<file path="config.mk">
export PLATFORM = sky130hd
export DESIGN_NAME = ggc_window
export DESIGN_NICKNAME = d
export VERILOG_FILES = /design/src/hw/rtl/ggc_pkg.sv /design/src/hw/rtl/ggc_window.sv
export SDC_FILE = /design/constraint.sdc
export NUM_CORES = 2
export LEC_CHECK = 0
export ABC_AREA = 1
export BUFFER_PORTS_ARGS = -buffer_cell sky130_fd_sc_hd__buf_4
export CAP_MARGIN = 20
export CORE_ASPECT_RATIO = 1.1
export CORE_MARGIN = 8
export CORE_UTILIZATION = 58
export CTS_BUF_LIST = sky130_fd_sc_hd__clkbuf_4
export DETAILED_ROUTE_END_ITERATION = 12
export HOLD_SLACK_MARGIN = 0.06
export PLACE_DENSITY = 0.75
export SLEW_MARGIN = 20
export SYNTH_ARGS = -nofsm -noshare
export SYNTH_HDL_FRONTEND = slang
export SYNTH_SLANG_ARGS = --single-unit
</file>
<file path="constraint.sdc">
create_clock -name clk -period 11.1 [get_ports clk]
set_input_delay 1.11 -clock clk [delete_from_list [all_inputs] [get_ports clk]]
set_output_delay 1.11 -clock clk [all_outputs]
set_load 0.01 [all_outputs]
</file>
<file path="src/hw/rtl/ggc_pkg.sv">
`timescale 1ns / 1ps
`default_nettype none

package ggc_pkg;

  localparam int WINDOW_DEPTH  = 64;
  localparam int WIN_AW        = $clog2(WINDOW_DEPTH);
  localparam int FILL_W        = $clog2(WINDOW_DEPTH + 1);
  localparam int MAX_MARKS     = 4;
  localparam int MAX_GROUPS    = 2;
  localparam int MAX_HALF_BINS = 31;
  localparam int MARK_W        = 2;
  localparam int GROUP_W       = 1;
  localparam int NB_MAX        = 2 * MAX_HALF_BINS + 1;
  localparam int HIST_DEPTH    = NB_MAX * MAX_MARKS * MAX_MARKS * MAX_GROUPS * MAX_GROUPS;
  localparam int HIST_AW       = $clog2(HIST_DEPTH);
  localparam int COUNT_WIDTH   = 32;
  localparam int TIME_W        = 32;
  localparam int BIN_W         = 16;
  localparam int HB_W          = 5;
  localparam int NB_W          = 6;
  localparam int EDGE_W        = BIN_W + NB_W;
  localparam int NUM_W         = EDGE_W + 1;
  localparam int DEN_W         = BIN_W + 1;
  localparam int Q_W           = 6;

  typedef enum logic [1:0] {
    CMD_ADD        = 2'd0,
    CMD_READ_HIST  = 2'd1,
    CMD_READ_COUNT = 2'd2,
    CMD_NONE       = 2'd3
  } cmd_t;

  typedef enum logic [1:0] {
    ST_OK       = 2'd0,
    ST_RANGE    = 2'd1,
    ST_BACKWARD = 2'd2,
    ST_OVERFLOW = 2'd3
  } status_t;

  typedef enum logic [1:0] {
    REG_BIN_SIZE   = 2'd0,
    REG_HALF_BINS  = 2'd1,
    REG_NUM_MARKS  = 2'd2,
    REG_NUM_GROUPS = 2'd3
  } reg_idx_t;

  typedef struct packed {
    logic [TIME_W-1:0]  stamp;
    logic [MARK_W-1:0]  mark;
    logic [GROUP_W-1:0] grp;
  } win_entry_t;

  typedef struct packed {
    logic              rd;
    logic              wr;
    logic [WIN_AW-1:0] addr;
    win_entry_t        wdata;
  } win_req_t;

  typedef struct packed {
    logic                   rd;
    logic                   wr;
    logic [HIST_AW-1:0]     addr;
    logic [COUNT_WIDTH-1:0] wdata;
  } hist_req_t;

  typedef struct packed {
    logic           done;
    logic [Q_W-1:0] q;
    logic           exact;
  } div_res_t;

endpackage

`default_nettype wire

</file>
<file path="src/hw/rtl/ggc_window.sv">
`timescale 1ns / 1ps
`default_nettype none

module ggc_window (
  input  logic                clk,
  input  ggc_pkg::win_req_t   req,
  output ggc_pkg::win_entry_t rdata
);

  ggc_pkg::win_entry_t mem [ggc_pkg::WINDOW_DEPTH];

  always_ff @(posedge clk) begin
    if (req.wr) begin
      mem[req.addr] <= req.wdata;
    end
    if (req.rd) begin
      rdata <= mem[req.addr];
    end
  end

endmodule

`default_nettype wire

</file>
# After elaboration in Yosys (flattened, before gate mapping)
# Memory sizes are Yosys's and may differ from the RTL's. A register that Yosys moved wholly into a read port is not among the register bits.
# Cells that the tools add are included.
dict set report totals {
  reg_bits 0
  ramBits 2240
  in_bits 44
  elab_cells 3
  mem_count 1
}
# memory depth word_bits read_ports rd_clocked_by_memory_dff wr line
set mem_list {}
lappend mem_list {mem 64 35 1 1 1 ggc_window.sv:10} ;# ggc_pkg::win_entry_t mem [ggc_pkg::WINDOW_DEPTH];
dict set report op_classes {
  muxes 2
}
# operator n
set ops {}
lappend ops {{two-way mux 1 bit} 2}

# Depth between registers and ports, before layout
dict set report logic_depth {
  word_depth 2
  ltp_mapped 15
  mapped_depth_nobuf 11
}

# Least setup slack after synthesis
# No wires, ideal clock.
dict set report synth_timing {
  kind {input-to-reg}
  startpoint {input req[38] in the netlist's numbering}
  endpoint {memory mem[41][0] in the netlist's numbering, enable pin}
  setup_ns 0.515
  arrival_ns 5.273
  required_ns 10.585
  slack_ns 5.312
  path_stages 5
  n_path_buf 1
  path_cell_list {buf_2 > inv_1 > nor3_2 > inv_1 > nor4_1}
}
# element line
set synth_rtl {}
lappend synth_rtl {{start, declared} ggc_window.sv:6} ;# input ggc_pkg::win_req_t req,
lappend synth_rtl {{end, declared} ggc_window.sv:10}
# Straight into the memory's write port.

==> results.sh <==
export IMPL_critPathArrivalTime_ns=5.25
export IMPL_synth_top_cell_by_area="edfxtp_1"
export IMPL_filler_cell_count=12281
export IMPL_worstPathCellList="buf_8 -> inv_16 -> buf_4 -> buf_4 -> buf_4 -> nand2_1 -> nand2_1 -> nand2_1 -> nand2_1 -> nand2_1 -> nand2_1 -> nand2_1 -> nand2_1 -> nor2_1 -> nand2_1"
export IMPL_fin_setup_tns_ns=0
export IMPL_antenna_found_initial=17
export IMPL_grt_pass1_vias=65619
export IMPL_status="finished, final reports clean"
export IMPL_cp_max_fo=124
export IMPL_finalCritPeriodShare_pct=36.9
export IMPL_drc=0
export IMPL_finalSetupViolations=0
export IMPL_grt_pass1_wl_um=386000
export IMPL_clk_pin_slew_ns=0.07
export IMPL_syn_to_final_growth_pct=9.80
export IMPL_fmax_ghz=0.244
export IMPL_overflow=0
export IMPL_clkLatencyLatePin_ns=1.35
export IMPL_die_h_um=440
export IMPL_whs_ns=0.320
export IMPL_postRouteAntennaNets=0
export IMPL_cts_made_buffers=562
export IMPL_vias_per_cell=5.57
export IMPL_critPathLaunchType="input port"
export IMPL_cts_resized_gates=0
export IMPL_synthCells=9220
export IMPL_fin_skew_ns=0.0787
export IMPL_power_per_cell_area_nw_per_um2=165
export IMPL_die_w_um=402
export IMPL_wire_per_inst_um=21.5
export IMPL_cts_tree="done"
export IMPL_coreArea_sq_um=162000
export IMPL_ir_worst_vdd_v=0.000121
export IMPL_slowest_delay_ns=0.89
export IMPL_max_cap_viol_count=0
export IMPL_routed_wl_um=257000
export IMPL_numClockSinks=2275
export IMPL_crit_type="input port to register"
export IMPL_rsz0062_at_grt="no"
export IMPL_hold_buffers=0
export IMPL_timing_critical_path_mode_cell="nand2_1"
export IMPL_final_seq_area_sq_um=68300
export IMPL_hold_violations=0
export IMPL_yosysUniqueCellTypes=20
export IMPL_hpwl_um=133000
export IMPL_cts_max_path_buffers=4
export IMPL_ys_seq_area_share_pct=72.0
export IMPL_end_kind="register"
export IMPL_dr_pass1_iters=8
export IMPL_syn_area_sq_um=94900
export IMPL_drive_gt1_share_pct=11.0
export IMPL_h_tree_depth=6
export IMPL_postLayoutCoreUtil_pct=64.2
export IMPL_grt_max_degree=198
export IMPL_hold_class="input port to register"
export IMPL_grt_usage_pct=28.6
export IMPL_io_buffer_count=78
export IMPL_multi_input_area_sq_um=24900
export IMPL_required_ns=12.26
export IMPL_root_buffer="clkbuf_4"
export IMPL_ys_ff_latch=2275
export IMPL_worst_pin_slew_ns=1.14
export IMPL_drv_slew=0
export IMPL_initial_utilization_pct=58.5
export IMPL_syn_nets=9264
export IMPL_synth_top_area_share_pct=72.0
export IMPL_layout_common_cells="6270 x nand2_1, 2275 x edfxtp_1, 773 x clkbuf_4"
export IMPL_boundaryPins=79
export IMPL_post_cts_buffers=0
export IMPL_period_minus_slack_ns=4.10
export IMPL_die_area_sq_um=177000
export IMPL_gp_congestion=0.864
export IMPL_path_buf_inv=5
export IMPL_num_rows=155
export IMPL_drtIter0Drc=7932
export IMPL_ys_warn_count=0
export IMPL_cpLargestDelayFamily="buffers and inverters"
export IMPL_p_leak_uw=0.0441
export IMPL_max_slew_margin_pct=24.1
export IMPL_final_common_cell="nand2_1"
export IMPL_nNetsFinal=9561
export IMPL_netlist_top_cells_area="edfxtp_1 72%, nand2_1 25%, buf_2 1.6%, nor2_1 0.56%, clkbuf_1 0.48%"
export IMPL_cpMaxStageDelayCell="buf_4"
export IMPL_vias=66731
export IMPL_synth_area_per_cell_sq_um=10.3
flip-flops by register name (all words and copies together) (netlist names):
register,flops
rdata,35
mem,2240
synthesized netlist by cell type, drive strengths merged:
master	n
inv	29
nor3	8
nor2	143
buf	339
nand3	11
edfxtp	2275
o211ai	7
o21ai	7
nor4	2
nand4	2
or2	5
clkbuf	122
nand2	6270
cells by family after synthesis:
group	synth area share [%]
AO/OA/AOI/OAI	0.0923
AND/OR/NAND/NOR	25.6
flip-flops	72.0
buffers and inverters	2.38
layer usage:
metal  part of all wire, %  global-route usage [%]  vias to the layer above
met5                 0.020                       0                        -
met4                   4.2                    13.1                        6
met3                    12                    6.20                      673
met2                    47                    46.7                     3950
met1                    37                    37.1                    31388
li1                      -                       -                    30714
layout make-up:
| class | instances | share of cell area [%] |
|---|---|---|
| inverter | 29 | 0.134 |
| clock inverter | 131 | 0.695 |
| tap | 2119 | 2.54 |
| multi-input combinational | 6455 | 23.9 |
| sequential | 2275 | 65.5 |
| timing repair buffer | 194 | 1.62 |
| clock buffer | 773 | 5.57 |
| antenna | 12 | 0.0288 |
final timing paths:
| check | slack, ns | start | depth (start not counted) | end |
|---|---|---|---|---|
| worst max-delay path | 7.00 | req[35] | 15 | rdata[6] |
| worst min register to register | 0.86 | mem[8][4] | 10 | rdata[4] |
| worst min-delay path | 0.32 | req[0] | 1 | mem[49][0] |
| worst max register to register | 8.97 | mem[47][20] | 10 | rdata[20] |
per-stage QoR:
stage | total power, uW | cell area (sq um) | setup WS (ns) | instances
after CTS | 17300 | 104000 | 7.26 | 11975
after floorplan | 10300 | 94900 | 5.31 | 9220
after global routing | 17800 | 104000 | 6.90 | 11980
after detailed placement | 10800 | 97700 | 5.80 | 11071
after global placement | 10800 | 97500 | 5.71 | 11064
final | 17200 | 104000 | 7.00 | 11988
where the power goes:
| group | total (uW) | internal [uW] | leakage [uW] | switching [uW] |
|---|---|---|---|---|
| Sequential | 9560 | 9530 | 0.0205 | 34.6 |
| Clock | 6570 | 3380 | 0.00393 | 3190 |
| Combinational | 1080 | 243 | 0.0197 | 840 |
(Power assumes the default switching activity.)
