**src/hw/rtl/ggc_pkg.sv**
```systemverilog
`timescale 1ns / 1ps
`default_nettype none

package ggc_pkg;

  localparam int WINDOW_DEPTH  = 64;
  localparam int WIN_AW        = $clog2(WINDOW_DEPTH);
  localparam int FILL_W        = $clog2(WINDOW_DEPTH + 1);
  localparam int MAX_MARKS     = 4;
  localparam int MAX_GROUPS    = 2;
  localparam int MAX_HALF_BINS = 31;
  localparam int MARK_W        = 2;
  localparam int GROUP_W       = 1;
  localparam int NB_MAX        = 2 * MAX_HALF_BINS + 1;
  localparam int HIST_DEPTH    = NB_MAX * MAX_MARKS * MAX_MARKS * MAX_GROUPS * MAX_GROUPS;
  localparam int HIST_AW       = $clog2(HIST_DEPTH);
  localparam int COUNT_WIDTH   = 32;
  localparam int TIME_W        = 32;
  localparam int BIN_W         = 16;
  localparam int HB_W          = 5;
  localparam int NB_W          = 6;
  localparam int EDGE_W        = BIN_W + NB_W;
  localparam int NUM_W         = EDGE_W + 1;
  localparam int DEN_W         = BIN_W + 1;
  localparam int Q_W           = 6;

  typedef enum logic [1:0] {
    CMD_ADD        = 2'd0,
    CMD_READ_HIST  = 2'd1,
    CMD_READ_COUNT = 2'd2,
    CMD_NONE       = 2'd3
  } cmd_t;

  typedef enum logic [1:0] {
    ST_OK       = 2'd0,
    ST_RANGE    = 2'd1,
    ST_BACKWARD = 2'd2,
    ST_OVERFLOW = 2'd3
  } status_t;

  typedef enum logic [1:0] {
    REG_BIN_SIZE   = 2'd0,
    REG_HALF_BINS  = 2'd1,
    REG_NUM_MARKS  = 2'd2,
    REG_NUM_GROUPS = 2'd3
  } reg_idx_t;

  typedef struct packed {
    logic [TIME_W-1:0]  stamp;
    logic [MARK_W-1:0]  mark;
    logic [GROUP_W-1:0] grp;
  } win_entry_t;

  typedef struct packed {
    logic              rd;
    logic              wr;
    logic [WIN_AW-1:0] addr;
    win_entry_t        wdata;
  } win_req_t;

  typedef struct packed {
    logic                   rd;
    logic                   wr;
    logic [HIST_AW-1:0]     addr;
    logic [COUNT_WIDTH-1:0] wdata;
  } hist_req_t;

  typedef struct packed {
    logic           done;
    logic [Q_W-1:0] q;
    logic           exact;
  } div_res_t;

endpackage

`default_nettype wire

```
**src/hw/rtl/ggc_div.sv**
```systemverilog
`timescale 1ns / 1ps
`default_nettype none

module ggc_div (
  input  logic                        clk,
  input  logic                        rst,
  input  logic                        start,
  input  logic [ggc_pkg::NUM_W-1:0]   num,
  input  logic [ggc_pkg::DEN_W-1:0]   den,
  output ggc_pkg::div_res_t           res
);

  logic [ggc_pkg::NUM_W-1:0] rem;
  logic [ggc_pkg::DEN_W-1:0] dv;
  logic [ggc_pkg::Q_W-1:0]   q;
  logic [2:0]                step;
  logic                      run;
  logic                      done;
  logic [ggc_pkg::NUM_W-1:0] cand;

  assign cand = ggc_pkg::NUM_W'(dv) << step;

  // Restoring division, one quotient bit per cycle, most significant first.
  always_ff @(posedge clk) begin
    if (rst) begin
      run  <= 1'b0;
      done <= 1'b0;
    end else begin
      done <= !start && run && (step == 3'd0);
      if (start) begin
        run  <= 1'b1;
        rem  <= num;
        dv   <= den;
        q    <= '0;
        step <= 3'(ggc_pkg::Q_W - 1);
      end else if (run) begin
        if (rem >= cand) begin
          rem     <= rem - cand;
          q[step] <= 1'b1;
        end
        if (step == 3'd0) begin
          run <= 1'b0;
        end
        step <= step - 3'd1;
      end
    end
  end

  assign res.done  = done;
  assign res.q     = q;
  assign res.exact = (rem == '0);

endmodule

`default_nettype wire

```
**config.mk**
```make
export PLATFORM = sky130hd
export DESIGN_NAME = ggc_div
export DESIGN_NICKNAME = d
export VERILOG_FILES = /design/src/hw/rtl/ggc_pkg.sv /design/src/hw/rtl/ggc_div.sv
export SDC_FILE = /design/constraint.sdc
export NUM_CORES = 1
export LEC_CHECK = 0
export BUFFER_PORTS_ARGS = -buffer_cell sky130_fd_sc_hd__buf_4
export CAP_MARGIN = 5
export CORE_MARGIN = 4
export CORE_UTILIZATION = 30
export DETAILED_ROUTE_END_ITERATION = 10
export HOLD_SLACK_MARGIN = 0.03
export PLACE_DENSITY = 0.57
export SKIP_CTS_REPAIR_TIMING = 1
export SYNTH_ARGS = -nofsm -noshare
export SYNTH_HDL_FRONTEND = slang
export SYNTH_SLANG_ARGS = --single-unit
export TNS_END_PERCENT = 20
```
**constraint.sdc**
```tcl
create_clock -name clk -period 9.9 [get_ports clk]
set_input_delay 0.495 -clock clk [delete_from_list [all_inputs] [get_ports clk]]
set_output_delay 0.495 -clock clk [all_outputs]
set_load 0.02 [all_outputs]
```
== Yosys cells after proc, flatten, opt, wreduce, memory -nomap -nowiden ==
Cells that the tools add are included.
Cells by class
  shift-type cells: 1
  $add $sub $neg: 2
  reduce and logical (&&, ||, !) cells: 11
  bitwise gates (word level): 2
  multiplexer cells: 11
  magnitude comparators: 3
Operators with widths (count)
  23-bit two-way mux: 3
  23-bit greater-or-equal comparator: 1
  23-bit logical NOT: 1
  17-bit by 3-bit left shift with 23-bit output: 1
  23-bit subtractor: 1
  6-bit two-way mux: 2
  6-bit bitwise OR: 1
  3-bit by 4-bit less-than comparator with 1-bit output (second input constant): 1
  1-bit two-way mux: 4
  2-bit AND reduction: 2
  2-bit nonzero test: 2
  1-bit demux with 3-bit select: 1
  3-bit by 1-bit greater-or-equal comparator with 1-bit output (second input constant): 1
  1-bit logical AND: 3
  3-bit logical NOT: 1
  3-bit two-way mux: 1
  3-bit AND reduction: 1
  3-bit by 1-bit subtractor with 3-bit output (second input constant): 1
  1-bit logical NOT: 1
  1-bit NOT: 1
Word-level totals
  flip-flop bits (word level): 51

== Depth between registers and ports, before layout ==
  depth after elaboration: 7
  depth in mapped cells: 14
  gate-level depth less buffers: 12

== Least setup slack after synthesis ==
Ideal clock, no wire load.
  kind: reg-to-reg
  from: register step[0]
  to: register q[0] (netlist name) (enable)
  library setup time: 0.469 ns
  arrival time: 5.076 ns
  path buffers: 3
  path slack: 4.355 ns
  stages on the path, launching flop included: 14
  data required time: 9.431 ns
  path through: edfxtp_1 -> clkbuf_1 -> buf_2 -> clkbuf_1 -> a211oi_1 -> a21oi_1 -> mux2i_1 -> ha_1 -> and4_4 -> o211ai_1 -> a31o_1 -> a211oi_4 -> o21ai_1 -> a311oi_1
Between the ends
  cells in the longest elaborated chain, start to end: 4
RTL lines
  from (decl): RTL line ggc_div.sv:16  | logic [2:0] step;
  from (signal assigned): RTL line ggc_div.sv:35  | step <= 3'(ggc_pkg::Q_W - 1);
  from (signal assigned): RTL line ggc_div.sv:44  | step <= step - 3'd1;
  17-bit by 3-bit left shift with 23-bit output: RTL line ggc_div.sv:21  | assign cand = ggc_pkg::NUM_W'(dv) << step;
  23-bit greater-or-equal comparator: RTL line ggc_div.sv:37  | if (rem >= cand) begin
  2-bit nonzero test (no source line)
  3-bit AND reduction (no source line)
  to (signal assigned): RTL line ggc_div.sv:34  | q <= '0;
  to (signal, indexed assignment): RTL line ggc_div.sv:39  | q[step] <= 1'b1;
  to (decl): RTL line ggc_div.sv:15  | logic [ggc_pkg::Q_W-1:0] q;
Every way passes these cells.
A chain may end at the register's enable or synchronous reset.

== Final worst setup path ==
  from: register step[0]
  to: register rem[7] (netlist name) (enable)
Between the ends
  cells in the longest elaborated chain, start to end: 4
RTL lines
  17-bit by 3-bit left shift with 23-bit output: RTL line ggc_div.sv:21
  23-bit greater-or-equal comparator: RTL line ggc_div.sv:37
  2-bit nonzero test (no source line)
  3-bit AND reduction (no source line)
  to (signal assigned): RTL line ggc_div.sv:32  | rem <= num;
  to (signal assigned): RTL line ggc_div.sv:38  | rem <= rem - cand;
  to (decl): RTL line ggc_div.sv:13  | logic [ggc_pkg::NUM_W-1:0] rem;
Every way passes these cells.

==> summary.txt <==
Floorplanning
  • Total core area: 12800 µm²
  • Width of the die: 124 µm
  • Ports: 51
  • Chip Height: 124 µm
  • FP Rows: 41
  • Initial core utilization: 31.2%
  • Die Area: 15300 µm²

Clock network
  • Clk slew on worst S/H paths: 0.07 ns
  • Clk Tree Root Cell: clkbuf_16
  • CTS Buf Count: 5
  • # clock sinks: 51
  • CTS tree: built
  • Worst skew pair latency: 0.30 ns
  • Clock tree buffer depth: 2
  • CTS HTree Levels: 2

Yosys
  • Synth Instances: 413
  • Synth area leaders: edfxtp_1, ha_1, mux2i_1
  • Post-Syn Area: 4010 µm²
  • Post-synth top cells: edfxtp_1, nand2_1, a21oi_1
  • Avg Inst Size Synth: 9.70 µm²
  • Ys async rst share: 0%
  • Synth warn: 0
  • Syn_nets: 482
  • Proportion of netlist area held by the largest area contributor: 36.7%
  • Post-synth EDFFs: 49
  • Yosys top cell by area: edfxtp_1
  • Post-synthesis sequential area ratio: 37.7%
  • Top_reg_cell synth: edfxtp_1
  • Yosys cell types: 65
  • Most common cell in the netlist: edfxtp_1
  • Flops & latches, synth: 51

Status
  • Status: finished, final reports clean

Critical path
  • CP max FO: 29
  • Critical Path RT: 9.85 ns
  • R2R depth: 13
  • R2r endpoint: rem[7]$_DFFE_PP_
  • CP top delay family: compound AO/OA/AOI/OAI gates
  • CP Capture Type: flip-flop
  • R2r setup slk: 5.30 ns
  • Kind of critical path: flip-flop to flip-flop
  • Buffers & Inverters on Critical Path: 2
  • Startpoint type of the worst setup path: flip-flop
  • Worst path slowest cell: edfxtp_1
  • Worst EP arrival: 4.55 ns
  • R2R Path Start: step[0]$_SDFFCE_PP1P_
  • Critical Path Max Stage Delay: 0.96 ns
  • Cells along the critical path: inv_1 > nor2_1 > nand2_1 > o21ai_0 > mux2i_1 > ha_1 > and4_4 > o211ai_1 > a31o_1 > a211oi_4 > o21ai_1 > a311oi_4 > buf_4

Detailed routing
  • Total wire length: 10.9 mm
  • DR iter-0 viols: 181
  • Number of routed nets with antenna violations: 0
  • Post-DR vias/cell: 5.52
  • # DRC: 0
  • WL per Instance: 17.4 µm
  • Detailed-route via count: 3449
  • Router iterations before antenna repair: 5

Global routing
  • Largest net degree at the start of global routing: 61
  • Global-route total usage across every layer: 14.4%
  • GR Util met1: 19.3%
  • Met3 layer usage reported by global route: 1.97%
  • GR met2 Demand/Resource: 24.0%
  • Initial antenna violation count: 0
  • Vias in the first global route: 3422
  • Global route overflow: 0
  • Global-route wire length before repair: 17.3 mm
  • GRT busiest layer: met2

STA
  • Slew @ Worst Pin: 0.990 ns
  • Final worst path period need: 4.60 ns
  • Fin crit share: 46.4%
  • Max Freq: 217 MHz
  • Setup violators final: 0
  • Rel. slew slack: 34.0%
  • Fin Clk Skew: 0.00937 ns
  • RSZ-0062 raised after global routing: false
  • Final hold violations: 0
  • Max Slew Vio Count: 0
  • Sum Neg Setup Slack: 0 ns

Finish
  • Share of layout cells above drive strength 1: 17.4%
  • Final instance area: 4690 µm²
  • Final cell count without fillers: 625
  • Final Net Count: 521
  • Antenna cells: 0
  • Filler cell count: 1322
  • Area grow syn2layout: 17.2%
  • Core Util, Final: 36.6%

Pwr
  • P_sw: 0.262 mW
  • Clk pwr share: 24.2%
  • LEAKAGE: 1.80 nW
  • Switching Share: 35.6%
  • Max VDD drop: 71.9 µV
  • PnR Total Power: 0.734 mW
  • Sequential share of power: 38.4%
  • Power Density: 157 nW/µm²
  • Internal cell power: 0.473 mW
  • Combinational share of power: 37.5%

Worst hold path
  • HP Start: den[0]
  • Hold Path Class: input port to flip-flop
  • Hold depth: 1
  • Hold Path Sink: dv[0]$_DFFE_PP_

Place
  • Post-DP HPWL: 8.30 mm
  • Inst Count DP: 617
  • Placer Congestion: 0.903
  • Buffers added on ports: 50
  • Post-placement cell area: 4550 µm²

Flow run
  • Max-cap violations: 0
==> kinds of logic (layout without fill, tap and decap cells) <==
group / after synthesis / after routing / share of synthesized area (%)
buf+inv: 35 / 75 / 3.44
fa+ha+maj: 26 / 26 / 8.31
xor+xnor: 6 / 6 / 1.31
simple gates: 141 / 141 / 17.7
compound gates: 127 / 127 / 22.3
flops: 51 / 51 / 37.7
mux: 27 / 27 / 9.28
==> placed cells by master (no fill, tap or decap), types with 5 or more instances in the layout <==
cell type / netlist / layout
o21a_1: 8 / 8
buf_4: 1 / 52
nor4_1: 8 / 8
clkbuf_16: 0 / 5
a21o_1: 7 / 7
o31ai_1: 7 / 7
o211ai_1: 6 / 6
inv_1: 15 / 15
nor3_1: 15 / 15
a211oi_1: 5 / 5
mux4_2: 8 / 8
nand3_1: 11 / 11
nor2b_1: 5 / 5
edfxtp_1: 49 / 49
o21ai_0: 17 / 17
nor2_1: 32 / 32
a21oi_1: 34 / 34
mux2i_1: 18 / 18
nand2_1: 39 / 39
nand4_1: 5 / 5
ha_1: 25 / 25
==> layout make-up <==
type / count / area (µm²) / area share [%]
clock buffer: 5 / 125 / 2.67
clock inverter: 3 / 20.0 / 0.427
tap: 172 / 215 / 4.59
sequential: 51 / 1510 / 32.2
multi-input combinational: 327 / 2370 / 50.6
inverter: 15 / 56.3 / 1.20
timing repair buffer: 52 / 390 / 8.32
==> per-stage QoR <==
step | setup slack, ns | hold WS (ns)
after floorplan | 4.36 | 0.472
after global placement | 5.49 | 0.487
after detailed placement | 5.34 | 0.499
after CTS | 5.31 | 0.366
after global routing | 4.88 | 0.368
final | 5.30 | 0.376
==> worst max path at each step <==
stage                                     start                  to  cells past startpoint
after detailed placement  step[0]$_SDFFCE_PP1P_    rem[7]$_DFFE_PP_                     13
after global routing      step[0]$_SDFFCE_PP1P_    rem[5]$_DFFE_PP_                     13
final                     step[0]$_SDFFCE_PP1P_    rem[7]$_DFFE_PP_                     13
after floorplan           step[0]$_SDFFCE_PP1P_  q[0]$_SDFFCE_PP0P_                     13
after global placement    step[0]$_SDFFCE_PP1P_    rem[0]$_DFFE_PP_                     13
after CTS                 step[0]$_SDFFCE_PP1P_    rem[7]$_DFFE_PP_                     13
==> state kept, by name, summed over array words and instances (netlist names) <==
name  cells
done      1
rem      23
q         6
dv       17
run       1
step      3
==> routing by layer <==
metal	up-vias	wire length (µm)
li1	1684	-
met3	21	501
met2	106	5230
met5	-	0
met4	0	258
met1	1638	4890
==> power groups by stage <==
stage	Clock, mW	Combinational (mW)	Sequential [mW]
floorplan	0	0.204	0.278
global placement	0	0.268	0.286
detailed placement	0	0.272	0.286
CTS	0.182	0.274	0.282
global route	0.186	0.303	0.285
finish	0.178	0.275	0.282
Note: power is estimated with default switching activity, not from simulation.
